--- config.mk ---
export PLATFORM = sky130hd
export DESIGN_NAME = char_lcd_text_writer_top_flat
export DESIGN_NICKNAME = d
export VERILOG_FILES = /design/src/rtl/core/lcdw_pkg.sv /design/src/rtl/core/lcdw_if.sv /design/src/rtl/core/char_lcd_text_writer_top.sv /design/src/flat_wrapper.sv
export SDC_FILE = /design/constraint.sdc
export NUM_CORES = 1
export LEC_CHECK = 0
export BUFFER_PORTS_ARGS = -buffer_cell sky130_fd_sc_hd__buf_2
export CAP_MARGIN = 20
export CORE_AREA = 2 2 142 144
export DETAILED_ROUTE_END_ITERATION = 8
export DIE_AREA = 0 0 144 146
export SYNTH_ARGS = -nofsm -noshare
export SYNTH_HDL_FRONTEND = slang
export SYNTH_SLANG_ARGS = --single-unit
export TNS_END_PERCENT = 5
--- constraint.sdc ---
create_clock -name clk_i -period 11.9 [get_ports clk_i]
set_input_delay 0.595 -clock clk_i [delete_from_list [all_inputs] [get_ports clk_i]]
set_output_delay 0.595 -clock clk_i [all_outputs]
set_load 0.02 [all_outputs]
--- src/rtl/core/lcdw_pkg.sv ---
// ----------------------------------------------------------------------------
// lcdw_pkg - shared definitions for the character LCD text writer
// Display geometry, bus command bytes, control codes and the item decode.
// ----------------------------------------------------------------------------
`default_nettype none

package lcdw_pkg;

  // Display geometry
  localparam int unsigned LINE_LENGTH = 40;
  localparam int unsigned LINE_OFFSET = 64;

  localparam logic [6:0] LINE_LEN_C = 7'(LINE_LENGTH);
  localparam logic [6:0] LINE_OFS_C = 7'(LINE_OFFSET);

  // Bus command and data bytes
  localparam logic [7:0] CMD_CLEAR     = 8'h01;
  localparam logic [7:0] CMD_SET_CGRAM = 8'h40;
  localparam logic [7:0] CMD_SET_DDRAM = 8'h80;
  localparam logic [7:0] CHAR_SPACE    = 8'h20;

  // Control character codes
  localparam logic [7:0] CODE_BACKSPACE = 8'd8;
  localparam logic [7:0] CODE_NEWLINE   = 8'd10;
  localparam logic [7:0] CODE_RETURN    = 8'd13;
  localparam logic [7:0] CODE_CLEAR     = 8'd127;

  // Register-select values
  localparam logic RS_CMD  = 1'b0;
  localparam logic RS_DATA = 1'b1;

  // Index of the final nibble of each sequence
  localparam logic [4:0] LAST_SHORT = 5'd1;
  localparam logic [4:0] LAST_BACK  = 5'd5;
  localparam logic [4:0] LAST_GLYPH = 5'd21;

  typedef enum logic [2:0] {
    OP_DATA      = 3'd0,
    OP_NEWLINE   = 3'd1,
    OP_RETURN    = 3'd2,
    OP_BACKSPACE = 3'd3,
    OP_CLEAR     = 3'd4,
    OP_GLYPH     = 3'd5
  } op_e;

  // Set-DDRAM command byte for a cursor position
  function automatic logic [7:0] ddram_cmd(logic [5:0] col, logic ln);
    logic [6:0] addr;
    addr = (ln ? LINE_OFS_C : 7'd0) + {1'b0, col};
    return CMD_SET_DDRAM | {1'b0, addr};
  endfunction

  function automatic logic [4:0] last_nibble(op_e op);
    logic [4:0] idx;
    case (op)
      OP_BACKSPACE: idx = LAST_BACK;
      OP_GLYPH:     idx = LAST_GLYPH;
      default:      idx = LAST_SHORT;
    endcase
    return idx;
  endfunction

endpackage

`default_nettype wire

--- src/rtl/core/lcdw_if.sv ---
// ----------------------------------------------------------------------------
// lcdw_if - valid/ready channels of the character LCD text writer
// Item channel (characters and glyph definitions) and nibble channel.
// ----------------------------------------------------------------------------
`default_nettype none

interface lcdw_in_if;
  logic       valid;
  logic       ready;
  logic       kind;
  logic [7:0] char_code;
  logic [2:0] glyph_slot;
  logic [7:0] row0;
  logic [7:0] row1;
  logic [7:0] row2;
  logic [7:0] row3;
  logic [7:0] row4;
  logic [7:0] row5;
  logic [7:0] row6;
  logic [7:0] row7;

  modport source (
    output valid, kind, char_code, glyph_slot,
           row0, row1, row2, row3, row4, row5, row6, row7,
    input  ready
  );
  modport sink (
    input  valid, kind, char_code, glyph_slot,
           row0, row1, row2, row3, row4, row5, row6, row7,
    output ready
  );
endinterface

interface lcdw_out_if;
  logic       valid;
  logic       ready;
  logic [3:0] nibble;
  logic       reg_select;
  logic       last;
  logic [5:0] cursor_column;
  logic       cursor_line;

  modport source (
    output valid, nibble, reg_select, last, cursor_column, cursor_line,
    input  ready
  );
  modport sink (
    input  valid, nibble, reg_select, last, cursor_column, cursor_line,
    output ready
  );
endinterface

`default_nettype wire

--- src/rtl/core/char_lcd_text_writer_top.sv ---
// ----------------------------------------------------------------------------
// char_lcd_text_writer_top - 4-bit character LCD text writer
// Turns characters and glyph definitions into bus nibbles with register select.
// ----------------------------------------------------------------------------
// Usage
//   item_i carries one word per character or per glyph definition. kind 0
//   prints char_code (newline, return, backspace and code 127 are turned into
//   cursor commands or clear); kind 1 writes rows 0..7 to the CGRAM slot,
//   puts the cursor back and prints the glyph.
//   nib_o carries one bus nibble per word, high nibble first, with the
//   register-select bit, a last flag on the final nibble of an item and the
//   tracked cursor after that item.
// Pipeline and throughput
//   A taken item is held in the item stage; its nibbles reach nib_o through
//   the output register. The single nibble bus sets the rate: one nibble per
//   cycle while ready is high; an item is 2 nibbles (plain character, newline,
//   return, clear), 6 (backspace) or 22 (glyph). The next item is taken in the
//   cycle the final nibble of the current one moves to the output register.
// Reset and stalls
//   Reset homes the cursor to column 0, line 0 and empties both stages.
//   When the receiver holds ready low the output word holds, the item stage
//   holds its place and item_i.ready drops once the item stage is full.
// ----------------------------------------------------------------------------
`default_nettype none

module char_lcd_text_writer_top (
  input  wire logic  clk_i,
  input  wire logic  rst_ni,
  lcdw_in_if.sink    item_i,
  lcdw_out_if.source nib_o
);

  // Tracked cursor, updated when an item is taken
  logic [5:0] col_q;
  logic       line_q;

  // Item stage
  logic            item_vld_q;
  logic [4:0]      idx_q;
  lcdw_pkg::op_e   op_q, op_d;
  logic [7:0]      code_q;
  logic [2:0]      slot_q;
  logic [7:0]      rows_q [8];
  logic [7:0]      cmd_a_q, cmd_a_d;
  logic [7:0]      cmd_b_q, cmd_b_d;
  logic [5:0]      ncol_q, ncol_d;
  logic            nline_q, nline_d;

  // Output register
  logic       out_vld_q;
  logic [3:0] out_nib_q;
  logic       out_rs_q;
  logic       out_last_q;
  logic [5:0] out_col_q;
  logic       out_line_q;

  logic out_load, item_step, item_done, accept;
  logic is_last;

  assign out_load  = !out_vld_q || nib_o.ready;
  assign item_step = item_vld_q && out_load;
  assign is_last   = (idx_q == lcdw_pkg::last_nibble(op_q));
  assign item_done = item_step && is_last;

  assign item_i.ready = !item_vld_q || item_done;
  assign accept       = item_i.valid && item_i.ready;

  // --------------------------------------------------------------------------
  // Decode the item and work out the cursor moves it makes
  // --------------------------------------------------------------------------
  logic [5:0] adv_col, back_col, adv2_col, back2_col;
  logic       adv_line, adv2_line;

  always_comb begin
    // Advance from the current cursor (data write)
    if ({1'b0, col_q} + 7'd1 >= lcdw_pkg::LINE_LEN_C) begin
      adv_col  = '0;
      adv_line = !line_q;
    end else begin
      adv_col  = col_q + 6'd1;
      adv_line = line_q;
    end
    // Backspace: step back, write a space, step back again
    back_col = (col_q == '0) ? '0 : col_q - 6'd1;
    if ({1'b0, back_col} + 7'd1 >= lcdw_pkg::LINE_LEN_C) begin
      adv2_col  = '0;
      adv2_line = !line_q;
    end else begin
      adv2_col  = back_col + 6'd1;
      adv2_line = line_q;
    end
    back2_col = (adv2_col == '0) ? '0 : adv2_col - 6'd1;
  end

  always_comb begin
    op_d    = lcdw_pkg::OP_DATA;
    cmd_a_d = lcdw_pkg::ddram_cmd(col_q, line_q);
    cmd_b_d = cmd_a_d;
    ncol_d  = adv_col;
    nline_d = adv_line;
    if (item_i.kind) begin
      op_d = lcdw_pkg::OP_GLYPH;
    end else begin
      case (item_i.char_code)
        lcdw_pkg::CODE_NEWLINE: begin
          op_d    = lcdw_pkg::OP_NEWLINE;
          ncol_d  = col_q;
          nline_d = !line_q;
          cmd_a_d = lcdw_pkg::ddram_cmd(col_q, !line_q);
        end
        lcdw_pkg::CODE_RETURN: begin
          op_d    = lcdw_pkg::OP_RETURN;
          ncol_d  = '0;
          nline_d = line_q;
          cmd_a_d = lcdw_pkg::ddram_cmd('0, line_q);
        end
        lcdw_pkg::CODE_BACKSPACE: begin
          op_d    = lcdw_pkg::OP_BACKSPACE;
          cmd_a_d = lcdw_pkg::ddram_cmd(back_col, line_q);
          cmd_b_d = lcdw_pkg::ddram_cmd(back2_col, adv2_line);
          ncol_d  = back2_col;
          nline_d = adv2_line;
        end
        lcdw_pkg::CODE_CLEAR: begin
          op_d    = lcdw_pkg::OP_CLEAR;
          ncol_d  = '0;
          nline_d = 1'b0;
        end
        default: begin
          op_d = lcdw_pkg::OP_DATA;
        end
      endcase
    end
  end

  // --------------------------------------------------------------------------
  // Pick the byte and nibble for the current step of the item
  // --------------------------------------------------------------------------
  logic [3:0] byte_idx, row_sel;
  logic [7:0] cur_byte;
  logic       cur_rs;
  logic [3:0] cur_nib;

  assign byte_idx = idx_q[4:1];
  assign row_sel  = byte_idx - 4'd1;

  always_comb begin
    cur_byte = code_q;
    cur_rs   = lcdw_pkg::RS_DATA;
    case (op_q)
      lcdw_pkg::OP_DATA: begin
        cur_byte = code_q;
        cur_rs   = lcdw_pkg::RS_DATA;
      end
      lcdw_pkg::OP_NEWLINE,
      lcdw_pkg::OP_RETURN: begin
        cur_byte = cmd_a_q;
        cur_rs   = lcdw_pkg::RS_CMD;
      end
      lcdw_pkg::OP_CLEAR: begin
        cur_byte = lcdw_pkg::CMD_CLEAR;
        cur_rs   = lcdw_pkg::RS_CMD;
      end
      lcdw_pkg::OP_BACKSPACE: begin
        if (byte_idx == 4'd0) begin
          cur_byte = cmd_a_q;
          cur_rs   = lcdw_pkg::RS_CMD;
        end else if (byte_idx == 4'd1) begin
          cur_byte = lcdw_pkg::CHAR_SPACE;
          cur_rs   = lcdw_pkg::RS_DATA;
        end else begin
          cur_byte = cmd_b_q;
          cur_rs   = lcdw_pkg::RS_CMD;
        end
      end
      lcdw_pkg::OP_GLYPH: begin
        if (byte_idx == 4'd0) begin
          cur_byte = lcdw_pkg::CMD_SET_CGRAM | {2'b00, slot_q, 3'b000};
          cur_rs   = lcdw_pkg::RS_CMD;
        end else if (byte_idx == 4'd9) begin
          cur_byte = cmd_a_q;
          cur_rs   = lcdw_pkg::RS_CMD;
        end else if (byte_idx == 4'd10) begin
          cur_byte = {5'b00000, slot_q};
          cur_rs   = lcdw_pkg::RS_DATA;
        end else begin
          cur_byte = rows_q[row_sel[2:0]];
          cur_rs   = lcdw_pkg::RS_DATA;
        end
      end
      default: begin
        cur_byte = code_q;
        cur_rs   = lcdw_pkg::RS_DATA;
      end
    endcase
    cur_nib = idx_q[0] ? cur_byte[3:0] : cur_byte[7:4];
  end

  // --------------------------------------------------------------------------
  // Control registers
  // --------------------------------------------------------------------------
  always_ff @(posedge clk_i or negedge rst_ni) begin
    if (!rst_ni) begin
      col_q      <= '0;
      line_q     <= 1'b0;
      item_vld_q <= 1'b0;
      idx_q      <= '0;
      op_q       <= lcdw_pkg::OP_DATA;
      out_vld_q  <= 1'b0;
    end else begin
      // take a new item and move the cursor
      if (accept) begin
        item_vld_q <= 1'b1;
        idx_q      <= '0;
        op_q       <= op_d;
        col_q      <= ncol_d;
        line_q     <= nline_d;
      end else if (item_step) begin
        // advance through the item, drop it after its final nibble
        if (is_last) begin
          item_vld_q <= 1'b0;
        end else begin
          idx_q <= idx_q + 5'd1;
        end
      end
      if (out_load) begin
        out_vld_q <= item_vld_q;
      end
    end
  end

  // --------------------------------------------------------------------------
  // Payload registers
  // --------------------------------------------------------------------------
  always_ff @(posedge clk_i) begin
    if (accept) begin
      code_q    <= item_i.char_code;
      slot_q    <= item_i.glyph_slot;
      rows_q[0] <= item_i.row0;
      rows_q[1] <= item_i.row1;
      rows_q[2] <= item_i.row2;
      rows_q[3] <= item_i.row3;
      rows_q[4] <= item_i.row4;
      rows_q[5] <= item_i.row5;
      rows_q[6] <= item_i.row6;
      rows_q[7] <= item_i.row7;
      cmd_a_q   <= cmd_a_d;
      cmd_b_q   <= cmd_b_d;
      ncol_q    <= ncol_d;
      nline_q   <= nline_d;
    end
    if (item_step) begin
      out_nib_q  <= cur_nib;
      out_rs_q   <= cur_rs;
      out_last_q <= is_last;
      out_col_q  <= ncol_q;
      out_line_q <= nline_q;
    end
  end

  assign nib_o.valid         = out_vld_q;
  assign nib_o.nibble        = out_nib_q;
  assign nib_o.reg_select    = out_rs_q;
  assign nib_o.last          = out_last_q;
  assign nib_o.cursor_column = out_col_q;
  assign nib_o.cursor_line   = out_line_q;

endmodule

`default_nettype wire

--- src/flat_wrapper.sv ---
// flat-port wrapper written by rule: the top's interface ports become plain ports
module char_lcd_text_writer_top_flat 
  (clk_i, rst_ni, item_i_valid, item_i_kind, item_i_char_code, item_i_glyph_slot, item_i_row0, item_i_row1, item_i_row2, item_i_row3, item_i_row4, item_i_row5, item_i_row6, item_i_row7, item_i_ready, nib_o_valid, nib_o_nibble, nib_o_reg_select, nib_o_last, nib_o_cursor_column, nib_o_cursor_line, nib_o_ready);
  lcdw_in_if item_i_i ();
  lcdw_out_if nib_o_i ();
  input  wire logic clk_i;
  input  wire logic rst_ni;
  input wire logic [$bits(item_i_i.valid)-1:0] item_i_valid;
  input wire logic [$bits(item_i_i.kind)-1:0] item_i_kind;
  input wire logic [$bits(item_i_i.char_code)-1:0] item_i_char_code;
  input wire logic [$bits(item_i_i.glyph_slot)-1:0] item_i_glyph_slot;
  input wire logic [$bits(item_i_i.row0)-1:0] item_i_row0;
  input wire logic [$bits(item_i_i.row1)-1:0] item_i_row1;
  input wire logic [$bits(item_i_i.row2)-1:0] item_i_row2;
  input wire logic [$bits(item_i_i.row3)-1:0] item_i_row3;
  input wire logic [$bits(item_i_i.row4)-1:0] item_i_row4;
  input wire logic [$bits(item_i_i.row5)-1:0] item_i_row5;
  input wire logic [$bits(item_i_i.row6)-1:0] item_i_row6;
  input wire logic [$bits(item_i_i.row7)-1:0] item_i_row7;
  output wire logic [$bits(item_i_i.ready)-1:0] item_i_ready;
  output wire logic [$bits(nib_o_i.valid)-1:0] nib_o_valid;
  output wire logic [$bits(nib_o_i.nibble)-1:0] nib_o_nibble;
  output wire logic [$bits(nib_o_i.reg_select)-1:0] nib_o_reg_select;
  output wire logic [$bits(nib_o_i.last)-1:0] nib_o_last;
  output wire logic [$bits(nib_o_i.cursor_column)-1:0] nib_o_cursor_column;
  output wire logic [$bits(nib_o_i.cursor_line)-1:0] nib_o_cursor_line;
  input wire logic [$bits(nib_o_i.ready)-1:0] nib_o_ready;
  assign item_i_i.valid = item_i_valid;
  assign item_i_i.kind = item_i_kind;
  assign item_i_i.char_code = item_i_char_code;
  assign item_i_i.glyph_slot = item_i_glyph_slot;
  assign item_i_i.row0 = item_i_row0;
  assign item_i_i.row1 = item_i_row1;
  assign item_i_i.row2 = item_i_row2;
  assign item_i_i.row3 = item_i_row3;
  assign item_i_i.row4 = item_i_row4;
  assign item_i_i.row5 = item_i_row5;
  assign item_i_i.row6 = item_i_row6;
  assign item_i_i.row7 = item_i_row7;
  assign item_i_ready = item_i_i.ready;
  assign nib_o_valid = nib_o_i.valid;
  assign nib_o_nibble = nib_o_i.nibble;
  assign nib_o_reg_select = nib_o_i.reg_select;
  assign nib_o_last = nib_o_i.last;
  assign nib_o_cursor_column = nib_o_i.cursor_column;
  assign nib_o_cursor_line = nib_o_i.cursor_line;
  assign nib_o_i.ready = nib_o_ready;
  char_lcd_text_writer_top u_core (.clk_i(clk_i), .rst_ni(rst_ni), .item_i(item_i_i), .nib_o(nib_o_i));
endmodule
=== Yosys cells after proc, flatten, opt, wreduce, memory -nomap -nowiden ===
Memory sizes are Yosys's and may differ from the RTL's.
Index checks and enable logic that the tools add are counted.

* Add/subtract/negate cells: 12
* Magnitude comparators: 2
* Equal/unequal tests: 14
* Muxes and demuxes: 40
* Reduce and logical (&&, ||, !) cells: 18

{| class="wikitable"
|+ Operator list
! operator !! number
|-
| $mux W7 || 6
|-
| $mux W8 || 5
|-
| $pmux W8 S4 || 1
|-
| $mux W6 || 5
|-
| $add A7 B6 Y7 || 4
|-
| $eq A8 B4 Y1 const B || 3
|-
| $pmux W7 S3 || 1
|-
| $pmux W6 S3 || 1
|-
| $mux W5 || 3
|-
| $add A6 B1 Y7 const B || 2
|-
| $ge A7 B6 Y1 const B || 2
|-
| $add A6 B1 Y6 const B || 2
|-
| $logic_not A6 Y1 || 2
|-
| $mux W1 || 12
|-
| $pmux W3 S4 || 1
|-
| $sub A6 B1 Y6 const B || 2
|-
| $pmux W5 S2 || 1
|-
| $eq A4 B4 Y1 const B || 2
|-
| $eq A8 B7 Y1 const B || 1
|-
| $eq A3 B2 Y1 const B || 2
|-
| $eq A3 B3 Y1 const B || 2
|-
| $add A5 B1 Y5 const B || 1
|-
| $eq A5 B5 Y1 || 1
|-
| $eq A4 B1 Y1 const B || 1
|-
| 15 further kinds || 23
|}

* Bits in registers: 64
* RAM bits: 64
* Input bits: 80
* Output and inout port bits: 15
* Logic and storage cells: 106
* Memories: 1

{| class="wikitable"
|+ Memories
! memory !! words !! width !! rd ports !! clocked after memory_dff !! wr ports !! line !! RTL
|-
| u_core.rows_q || 8 || 8 || 1 || 0 || 8 || char_lcd_text_writer_top.sv:43 || <nowiki>logic [7:0] rows_q [8];</nowiki>
|}

=== Logic depth before layout (Yosys ltp) ===
Gate-level depths: netlist (run 1).

* Depth after elaboration: 10
* Depth in mapped cells: 21
* Depth with buffers taken out: 17

=== Worst setup path after synthesis (run 1) ===
No wires, ideal clock.

* Kind: register -> register
* Start point: reg u_core.col_q[0]
* End point: reg u_core.ncol_q[2] (data pin)
* Setup time: 0.273 ns
* Arrival time: 4.050 ns
* Data required time: 11.627 ns
* Path slack: 7.577 ns
* Stages on the path, launching flop included: 22
* Path buffers: 4
* Period minus slack after synthesis: 4.323 ns
* Path through: dfrtp_1 clkbuf_1 clkbuf_1 inv_1 ha_1 or3b_1 buf_2 nor3_1 nor2_1 ha_1 clkbuf_1 and3b_1 o31ai_1 a21oi_1 nor2_1 nand2_1 ha_1 inv_1 nor2_1 a21bo_1 a32oi_1 a21oi_1

* Longest elaborated chain between the ends: 9
* Elaborated cells on any way between the ends: 16
* Those cells by class: add/sub (6); order compare (2); mux (6); reduce/logical (2)

{| class="wikitable"
|+ RTL lines
! element !! line !! RTL
|-
| start: declaration || char_lcd_text_writer_top.sv:34 || <nowiki>logic [5:0] col_q;</nowiki>
|-
| start signal: assignment || char_lcd_text_writer_top.sv:216 || <nowiki>col_q <= ncol_d;</nowiki>
|-
| $sub A6 B1 Y6 / $logic_not A6 Y1 (equally long branches) || char_lcd_text_writer_top.sv:84 || <nowiki>back_col = (col_q == '0) ? '0 : col_q - 6'd1;</nowiki>
|-
| $mux W6 || char_lcd_text_writer_top.sv:84 ||
|-
| $add A6 B1 Y7 || char_lcd_text_writer_top.sv:85 || <nowiki>if ({1'b0, back_col} + 7'd1 >= lcdw_pkg::LINE_LEN_C) begin</nowiki>
|-
| $ge A7 B6 Y1 || char_lcd_text_writer_top.sv:85 ||
|-
| $mux W6 || char_lcd_text_writer_top.sv:85 ||
|-
| $sub A6 B1 Y6 / $logic_not A6 Y1 (equally long branches) || char_lcd_text_writer_top.sv:92 || <nowiki>back2_col = (adv2_col == '0) ? '0 : adv2_col - 6'd1;</nowiki>
|-
| $mux W6 || char_lcd_text_writer_top.sv:92 ||
|-
| $pmux W6 S3 || char_lcd_text_writer_top.sv:104 || <nowiki>case (item_i.char_code)</nowiki>
|-
| $mux W6 * || char_lcd_text_writer_top.sv:101 || <nowiki>if (item_i.kind) begin</nowiki>
|-
| named net u_core.ncol_d[2] || char_lcd_text_writer_top.sv:46 || <nowiki>logic [5:0] ncol_q, ncol_d;</nowiki>
|-
| end signal: assignment || char_lcd_text_writer_top.sv:249 || <nowiki>ncol_q <= ncol_d;</nowiki>
|-
| end: declaration || char_lcd_text_writer_top.sv:46 ||
|}

Mark *: on every way through the listed nets, which the timed path passes. The rest lies on a longest branch.
A chain may end at the register's enable or synchronous reset.

=== Worst setup path in the final report (run 1) ===
Ends and elaborated chain as after synthesis.

==> results of run 1 <==
## per-layer routing
| metal | wire length [µm] | share of wire | vias to the layer above |
|---|---|---|---|
| li1 | - | - | 2266 |
| met1 | 6870 | 0.41 | 2323 |
| met2 | 8460 | 0.51 | 169 |
| met3 | 881 | 0.053 | 32 |
| met4 | 496 | 0.030 | 0 |
| met5 | 0 | 0 | - |
## flip-flops by register name, indices dropped and copies added (netlist names)
signal                      cells
u_core.nib_o.cursor_line        1
u_core.idx_q                    5
u_core.op_q                     3
u_core.nib_o.last               1
u_core.nib_o.cursor_column      6
u_core.line_q                   1
u_core.nib_o.nibble             4
u_core.nib_o.valid              1
u_core.item_vld_q               1
u_core.cmd_a_q                  7
u_core.rows_q                  64
u_core.slot_q                   3
u_core.nline_q                  1
u_core.code_q                   8
u_core.nib_o.reg_select         1
u_core.col_q                    6
u_core.ncol_q                   6
u_core.cmd_b_q                  7
## kinds of logic (layout without fill, tap and decap cells)
family / after synthesis / in the layout / synth area share
AO/OA/AOI/OAI: 138 / 138 / 0.148
XOR/XNOR: 11 / 11 / 0.0149
adder cells (fa/ha/maj): 11 / 11 / 0.0212
buffers and inverters: 42 / 143 / 0.0253
flip-flops: 126 / 126 / 0.570
multiplexers: 32 / 32 / 0.0816
other: 0 / 1 / 0
AND/OR/NAND/NOR: 182 / 182 / 0.139
## critical path, stage by stage, from the launching register on
cell     delay [ps]
dfrtp_1         580
inv_1           220
ha_1            470
or3b_1          510
nor3_1          380
nor2_1          130
ha_1            360
and3b_1         230
o31ai_1         280
a21oi_1         180
nor2_1          390
nand2_1         110
ha_1            270
inv_1           130
nor2_1           60
a21bo_1         200
a32oi_1         310
a21oi_1         120
## cells in the mapped netlist, types with 8 or more instances
cell	number
clkbuf_1	25
o21ai_1	11
mux2i_1	9
o21ai_0	27
ha_1	11
o31ai_1	8
edfxtp_1	109
mux4_2	16
inv_1	11
dfrtp_1	17
nand2b_1	11
nand2_1	45
nor2_1	52
a21oi_1	23
nor3_1	17
## final timing paths
kind | startpoint | to | slack (ps)
worst max register to register | u_core.col_q[0]$_DFFE_PN0P_ | u_core.ncol_q[2]$_DFFE_PP_ | 6680
min in group clk_i | item_i_row0[0] | u_core.rows_q[0][0]$_DFFE_PP_ | 340
worst min register to register | u_core.nline_q$_DFFE_PP_ | u_core.nib_o.cursor_line$_DFFE_PP_ | 420
worst max-delay path | u_core.col_q[0]$_DFFE_PN0P_ | u_core.ncol_q[2]$_DFFE_PP_ | 6680
worst min-delay path | rst_ni | u_core.idx_q[3]$_DFFE_PN0P_ | 110
max in group asynchronous | rst_ni | u_core.col_q[5]$_DFFE_PN0P_ | 11490
## layout make-up
type / instances / area, µm²
well taps: 265 / 332
multi-input cells: 374 / 2620
flip-flops and latches: 126 / 3700
fillers: 1832 / 11500
repair buffers: 100 / 536
clock buffers: 17 / 425
diodes: 1 / 2.50
inverters: 11 / 43.8
clock inverters: 15 / 176
## through the flow
step	cell area, µm²	utilization
global placement	7200	0.372
global route	7840	0.405
finish	7840	0.405
floorplan	6480	-
CTS	7800	0.403
detailed placement	7200	0.372
## report_power, final
group          total (mW)  internal, mW  switching (mW)
logic                1.00         0.402           0.603
registers           0.687         0.605          0.0821
clock network       0.524         0.316           0.208
total                2.22          1.32           0.893
==> results.json, run 1 <==
{
  "cts_resized": 0,
  "grtUsageMet1": 0.195,
  "ir_drop_uv": 120,
  "avgSynthCellArea_um2": 12.0,
  "finalCriticalPeriod_ps": 5220,
  "dr_total_vias": 4790,
  "stdcell_count": 909,
  "cts_sinks": 126,
  "cp_max_fo": 19,
  "tns_ps": 0,
  "grt_util_met3": 0.0405,
  "post_drt_wl_per_cell_um": 18.4,
  "tightest_slew_ps": 986,
  "final_common_cell": "edfxtp_1",
  "skew_ps": 6.99,
  "htreeDepth": 4,
  "grt.total_usage": 0.162,
  "arrival_ps": 5350,
  "mostFrequentLayoutCells": "edfxtp_1 (109), buf_2 (94), nor2_1 (52), nand2_1 (45), o21ai_0 (27)",
  "pwr_density_cell_nw_per_um2": 283,
  "relSlewSlack": 0.341,
  "dp_hpwl_um": 12200,
  "hold_path.class": "input port to asynchronous set/reset pin",
  "numCtsBuffers": 17,
  "ys_ff_latch": 126,
  "core-area_um2": 19300,
  "synth_cell_types": 72,
  "clockBufferDepth": 2,
  "timing.hold.ws_ps": 107,
  "ys.flop_type": "edfxtp_1",
  "cts_tree": "built",
  "layout-drive-gt1-share": 0.266,
  "cp_data_required_time_ps": 12040,
  "status": "complete, no violations",
  "grt_pass1_wl_um": 25700,
  "p_leak_nw": 2.89,
  "async_reset_ff_frac": 0.135,
  "setup_viol": 0,
  "io_pins": 95,
  "cts_setup_buffers": 0,
  "dr.first_iter.drc_count": 547,
  "grt_max_degree": 89,
  "initial_utilization": 0.335,
  "ys_seq_area_frac": 0.570,
  "area_growth_syn_to_layout_pct": 20.8,
  "ant_nets": 0,
  "insertion_delay_ps": 420,
  "cp-start-kind": "register",
  "finalWeightedCongestion": 0.855,
  "nets": 721,
  "clk_pin_slew_ps": 60,
  "root_buffer": "clkbuf_16",
  "syn_inst": 542,
  "maxSlewViolCount": 0,
  "hold_viol": 0,
  "yosys_warnings": 0,
  "vias_per_cell": 5.27,
  "total_power_mw": 2.22,
  "grt_util_met2": 0.277,
  "first_pass_iters": 5,
  "dp_cells": 874,
  "reg2reg_depth": 17,
  "yosysTopAreaCell": "edfxtp_1",
  "cts_hold_buffers": 0,
  "die-area_um2": 21000,
  "pre_cts_ws_ps": 6770,
  "syn_area_um2": 6480,
  "place.port_buffers": 94,
  "grt_overflow": 0,
  "fmax_mhz": 192,
  "wl_um": 16700,
  "synth_area_leaders": "edfxtp_1 (50%), dfrtp_1 (6.6%), mux4_2 (5.6%)",
  "synth_top_area_share": 0.505,
  "grt_pass1_vias": 4794,
  "worst_slack_ps": 6680,
  "synth_edf_count": 109,
  "antenna_found_initial": 1,
  "maxCapViolations": 0,
  "busiest_layer": "met2",
  "finalCritPeriodShare": 0.438,
  "die_w_um": 144,
  "placementRows": 51,
  "end_kind": "register",
  "synth_fp_nets": 633,
  "worstSetupPathType": "register to register",
  "drcViolationCount": 0,
  "rsz0062_at_grt": "false",
  "die_h_um": 146
}
Power figures use the tool's default switching activity.
==> run 2, diff against run 1 <==
==> constraint.sdc (replaced) <==
create_clock -name clk_i -period 4.6 [get_ports clk_i]
set_input_delay 0.23 -clock clk_i [delete_from_list [all_inputs] [get_ports clk_i]]
set_output_delay 0.23 -clock clk_i [all_outputs]
set_load 0.02 [all_outputs]
==> results.json, run 2 (synthesized netlist as in run 1, its figures left out) <==
{
  "cp_max_fo": 7,
  "p_leak_nw": 3.21,
  "core-area_um2": 19300,
  "cts_tree": "built",
  "setup_viol": 0,
  "pwr_density_cell_nw_per_um2": 686,
  "worst_slack_ps": 426,
  "finalCritPeriodShare": 0.907,
  "grt_pass1_vias": 5247,
  "design_area_um2": 8570,
  "die-area_um2": 21000,
  "place_area_um2": 7290,
  "tns_ps": 0,
  "grt_overflow": 0,
  "hold_path.class": "input port to register",
  "first_pass_iters": 7,
  "maxSlewViolCount": 0,
  "largest_register_ffs": 64,
  "status": "complete, no violations",
  "crit_chain": "inv_1 -> ha_1 -> or3b_1 -> nor3_1 -> nor2_1 -> ha_1 -> buf_4 -> nor4_1 -> o21ai_0 -> a31o_2 -> a32o_1 -> or4_1 -> a32oi_1 -> o21ai_1",
  "insertion_delay_ps": 420,
  "nets": 798,
  "crit_buf_inv": 2,
  "placementRows": 51,
  "mostFrequentLayoutCells": "edfxtp_1 (109), buf_2 (94), dlygate4sd3_1 (68), nor2_1 (52), nand2_1 (45)",
  "dr.first_iter.drc_count": 459,
  "dr_total_vias": 5135,
  "rsz0062_at_grt": "false",
  "root_buffer": "clkbuf_16",
  "crit_path_frequent_cell": "ha_1",
  "finalCriticalPeriod_ps": 4170,
  "clk_pin_slew_ps": 60,
  "swShare": 0.401,
  "maxCapViolations": 0,
  "skew_ps": 11.9,
  "largest-register": "u_core.rows_q",
  "timing.hold.ws_ps": 19.8,
  "fmax_mhz": 240,
  "vias_per_cell": 5.21,
  "cp-start-kind": "register",
  "antenna_found_initial": 1,
  "cpPeakStageDelay_ps": 470,
  "die_w_um": 144,
  "io_pins": 95,
  "dp_hpwl_um": 12400,
  "post_drt_wl_per_cell_um": 18.1,
  "die_h_um": 146,
  "drcViolationCount": 0,
  "critical_path.top_delay_family": "simple AND/OR/NAND/NOR gates",
  "top_regs": "u_core.rows_q x64, u_core.code_q x8",
  "final_common_cell": "edfxtp_1",
  "numCtsBuffers": 17,
  "grt.total_usage": 0.173,
  "wl_um": 17800,
  "total_power_mw": 5.88,
  "comb_power_share": 0.478,
  "relSlewSlack": 0.365,
  "cts_sinks": 126,
  "initial_utilization": 0.335,
  "cp_data_required_time_ps": 4750,
  "worstSetupPathType": "register to register",
  "ir_drop_uv": 311,
  "place.port_buffers": 94,
  "clkPwrFrac": 0.229,
  "area_growth_syn_to_layout_pct": 32.2,
  "grt_pass1_wl_um": 27800,
  "layout-drive-gt1-share": 0.250,
  "cp_slowest_cell": "or3b_1",
  "grt_max_degree": 102,
  "p_int_mw": 3.52,
  "p_sw_mw": 2.36,
  "tightest_slew_ps": 951,
  "clockBufferDepth": 2,
  "ant_nets": 0,
  "end_kind": "register",
  "finalWeightedCongestion": 0.912,
  "htreeDepth": 4,
  "seq_power_share": 0.292,
  "hold_viol": 0,
  "arrival_ps": 4330,
  "pre_cts_ws_ps": 512
}
## run 2: changes by cell type in the layout (fill, tap and decap cells not counted)
| cell | change |
|---|---|
| dlygate4sd3_1 | +68 |
| inv_8 | -1 |
| clkinv_4 | -1 |
| buf_16 | -1 |
| buf_4 | +9 |
| clkinvlp_4 | +2 |
| buf_12 | +1 |
## run 2: power groups by stage
stage	logic, mW	registers [mW]	clock network [mW]
finish	2.81	1.72	1.35
global route	3.05	1.74	1.42
CTS	2.79	1.72	1.36
detailed placement	2.73	1.74	0
global placement	2.71	1.73	0
floorplan	1.94	1.72	0
## run 2: layer usage
layer,wire [µm],vias to the layer above,global-route usage
li1,-,2418,-
met1,7490,2524,0.210
met2,8990,152,0.292
met3,893,41,0.0434
met4,459,0,0.0667
met5,0,-,0
## run 2: worst reg2reg max path, cell delays in order, from the launching register on
cell and delay, ps:
dfrtp_1 380, inv_1 120, ha_1 190, or3b_1 470, nor3_1 290, nor2_1 110
ha_1 300, buf_4 190, nor4_1 170, o21ai_0 140, a31o_2 270, a32o_1 270
or4_1 460, a32oi_1 410, o21ai_1 140
## run 2: layout make-up
| type | instances | area (µm²) |
|---|---|---|
| Multi-Input combinational cell | 374 | 2620 |
| Tap cell | 265 | 332 |
| Timing Repair Buffer | 177 | 1280 |
| Inverter | 11 | 43.8 |
| Antenna cell | 1 | 2.50 |
| Sequential cell | 126 | 3700 |
| Fill cell | 1769 | 10800 |
| Clock inverter | 15 | 171 |
| Clock buffer | 17 | 425 |
## run 2: repair_timing
item | in CTS | in global routing
setup endpoints to repair | 0 | 0
resized for setup | 0 | 0
setup buffers | 0 | 0
endpoints found under the hold margin | 84 | 0
hold buffers | 68 | 0
## run 2: metrics by stage
step / instances / utilization
global placement: 885 / 0.377
detailed placement: 885 / 0.377
global route: 985 / 0.443
CTS: 985 / 0.443
finish: 986 / 0.443
floorplan: 542 / -
## run 2: worst paths after layout
kind	cells past startpoint	startpoint	slack, ps	to
max in group asynchronous	2	rst_ni	4000	u_core.op_q[0]$_DFFE_PN0P_
setup / recovery	14	u_core.col_q[0]$_DFFE_PN0P_	430	u_core.ncol_q[5]$_DFFE_PP_
setup reg to reg	14	u_core.col_q[0]$_DFFE_PN0P_	430	u_core.ncol_q[5]$_DFFE_PP_
hold / removal	1	item_i_char_code[5]	20	u_core.code_q[5]$_DFFE_PP_
hold reg to reg	0	u_core.ncol_q[5]$_DFFE_PP_	420	u_core.nib_o.cursor_column[5]$_DFFE_PP_
min in group asynchronous	2	rst_ni	290	u_core.col_q[0]$_DFFE_PN0P_
==> run 3, diff against run 2 <==
--- a/config.mk
+++ b/config.mk
@@ -10,6 +10,8 @@
 export CORE_AREA = 2 2 142 144
 export DETAILED_ROUTE_END_ITERATION = 8
 export DIE_AREA = 0 0 144 146
+export PLACE_DENSITY = 0.53
+export SLEW_MARGIN = 40
 export SYNTH_ARGS = -nofsm -noshare
 export SYNTH_HDL_FRONTEND = slang
 export SYNTH_SLANG_ARGS = --single-unit
==> results.json, run 3 (synthesized netlist as in run 1, its figures left out) <==
{
  "grt_pass1_wl_um": 28200,
  "dr_total_vias": 5082,
  "ant_nets": 0,
  "grt_pass1_vias": 5122,
  "setup_viol": 0,
  "layout-drive-gt1-share": 0.246,
  "cpPeakStageDelay_ps": 490,
  "largest_register_ffs": 64,
  "top_regs": "u_core.rows_q x64, u_core.code_q x8",
  "clk_pin_slew_ps": 60,
  "finalWeightedCongestion": 0.943,
  "reg2reg_depth": 17,
  "first_pass_iters": 6,
  "dp_hpwl_um": 12600,
  "finalCritPeriodShare": 0.904,
  "io_pins": 95,
  "crit_buf_inv": 3,
  "cp-endpoint": "u_core.ncol_q[2]$_DFFE_PP_",
  "r2r_start": "u_core.col_q[0]$_DFFE_PN0P_",
  "maxSlewViolCount": 0,
  "worst_slack_ps": 440,
  "numCtsBuffers": 17,
  "relSlewSlack": 0.495,
  "die_h_um": 146,
  "critical_path.top_delay_family": "simple AND/OR/NAND/NOR gates",
  "hold_path.class": "input port to register",
  "initial_utilization": 0.335,
  "n_antenna_cell": 0,
  "placementRows": 51,
  "place_area_um2": 7270,
  "fin_util": 0.444,
  "die_w_um": 144,
  "cp_data_required_time_ps": 4740,
  "core-area_um2": 19300,
  "cts_sinks": 126,
  "cts_tree": "built",
  "fmax_mhz": 240,
  "wl_um": 18200,
  "cp_max_fo": 11,
  "pwr_density_cell_nw_per_um2": 683,
  "antenna_found_initial": 0,
  "pre_cts_ws_ps": 333,
  "tns_ps": 0,
  "post_drt_wl_per_cell_um": 18.5,
  "hold_viol": 0,
  "path_depth": 17,
  "arrival_ps": 4300,
  "vias_per_cell": 5.16,
  "mostFrequentLayoutCells": "edfxtp_1 (109), buf_2 (94), dlygate4sd3_1 (70), nor2_1 (52), nand2_1 (45)",
  "cp-startpoint": "u_core.col_q[0]$_DFFE_PN0P_",
  "final_common_cell": "edfxtp_1",
  "min_from": "item_i_char_code[2]",
  "r2r_end": "u_core.ncol_q[2]$_DFFE_PP_",
  "ir_drop_uv": 284,
  "worstSetupPathType": "register to register",
  "nets": 797,
  "skew_ps": 9.79,
  "crit_chain": "inv_1 -> ha_1 -> or3b_1 -> nor3_2 -> nor2_1 -> ha_1 -> and3b_1 -> o31ai_1 -> a21oi_1 -> nor3_2 -> inv_1 -> ha_1 -> inv_1 -> nor2_1 -> a21bo_1 -> a32oi_1 -> a21oi_1",
  "tightest_slew_ps": 758,
  "grt_overflow": 0,
  "largest-register": "u_core.rows_q",
  "design_area_um2": 8580,
  "die-area_um2": 21000,
  "htreeDepth": 4,
  "dp_cells": 882,
  "maxCapViolations": 0,
  "cp-start-kind": "register",
  "grt.total_usage": 0.178,
  "reg2reg_slack_ps": 440,
  "area_growth_syn_to_layout_pct": 32.3,
  "place.port_buffers": 94,
  "rsz0062_at_grt": "false",
  "insertion_delay_ps": 430,
  "clockBufferDepth": 2,
  "p_leak_nw": 3.21,
  "stdcell_count": 984,
  "drcViolationCount": 0,
  "grt_max_degree": 100,
  "end_kind": "register",
  "root_buffer": "clkbuf_16",
  "cp_slowest_cell": "or3b_1",
  "finalCriticalPeriod_ps": 4160,
  "status": "complete, no violations",
  "dr.first_iter.drc_count": 589
}
==> run 3: worst register-to-register path, stage by stage, from the launching register on <==
cell and delay [ps]:
dfrtp_1 370, inv_1 120, ha_1 180, or3b_1 490, nor3_2 250, nor2_1 130, ha_1 340, and3b_1 220
o31ai_1 260, a21oi_1 200, nor3_2 230, inv_1 70, ha_1 230, inv_1 120, nor2_1 60, a21bo_1 200
a32oi_1 280, a21oi_1 120
==> run 3: worst min path at each step <==
stage                     cells after the start  slack [ps]                        endpoint
after detailed placement                      1         210   u_core.item_vld_q$_DFFE_PN0P_
final                                         1          30      u_core.code_q[2]$_DFFE_PP_
after global placement                        1         200  u_core.nib_o.valid$_DFFE_PN0P_
after floorplan                               0         -70     u_core.col_q[0]$_DFFE_PN0P_
after CTS                                     1          20      u_core.code_q[0]$_DFFE_PP_
after global routing                          1          20      u_core.code_q[2]$_DFFE_PP_
==> run 3: metrics by stage <==
stage | power, mW | hold slack [ps]
final | 5.86 | 32.2
after CTS | 5.88 | 17.3
after global routing | 6.23 | 23.2
after detailed placement | 4.46 | 207
after global placement | 4.41 | 201
after floorplan | 3.67 | -65.6
==> run 3: timing repair <==
action	4_1_cts	5_1_grt
resized for setup	0	2
hold buffers	70	0
endpoints found under the setup margin	0	6
buffers inserted	0	0
hold endpoints to repair	86	0
==> run 3: cell type report <==
cell class | instances | area [µm²]
clock buffer | 17 | 425
clock inverter | 15 | 170
fill | 1781 | 10800
inverter | 11 | 43.8
multi-input combinational | 374 | 2640
sequential | 126 | 3700
tap | 265 | 332
timing repair buffer | 176 | 1270
==> run 3: routing by layer <==
| metal | GRT usage | vias to the layer above | routed length, µm |
|---|---|---|---|
| met1 | 0.226 | 2500 | 7780 |
| met4 | 0.0583 | 0 | 268 |
| met5 | 0 | - | 0 |
| met2 | 0.299 | 153 | 9240 |
| met3 | 0.0395 | 20 | 904 |
| li1 | - | 2409 | - |
==> run 3: power breakdown <==
group,internal [mW],total [mW],leakage (nW),switching [mW]
registers,1.57,1.72,1.21,0.150
clock network,0.847,1.35,0.286,0.505
logic,1.11,2.79,1.71,1.68
total,3.53,5.86,3.21,2.33
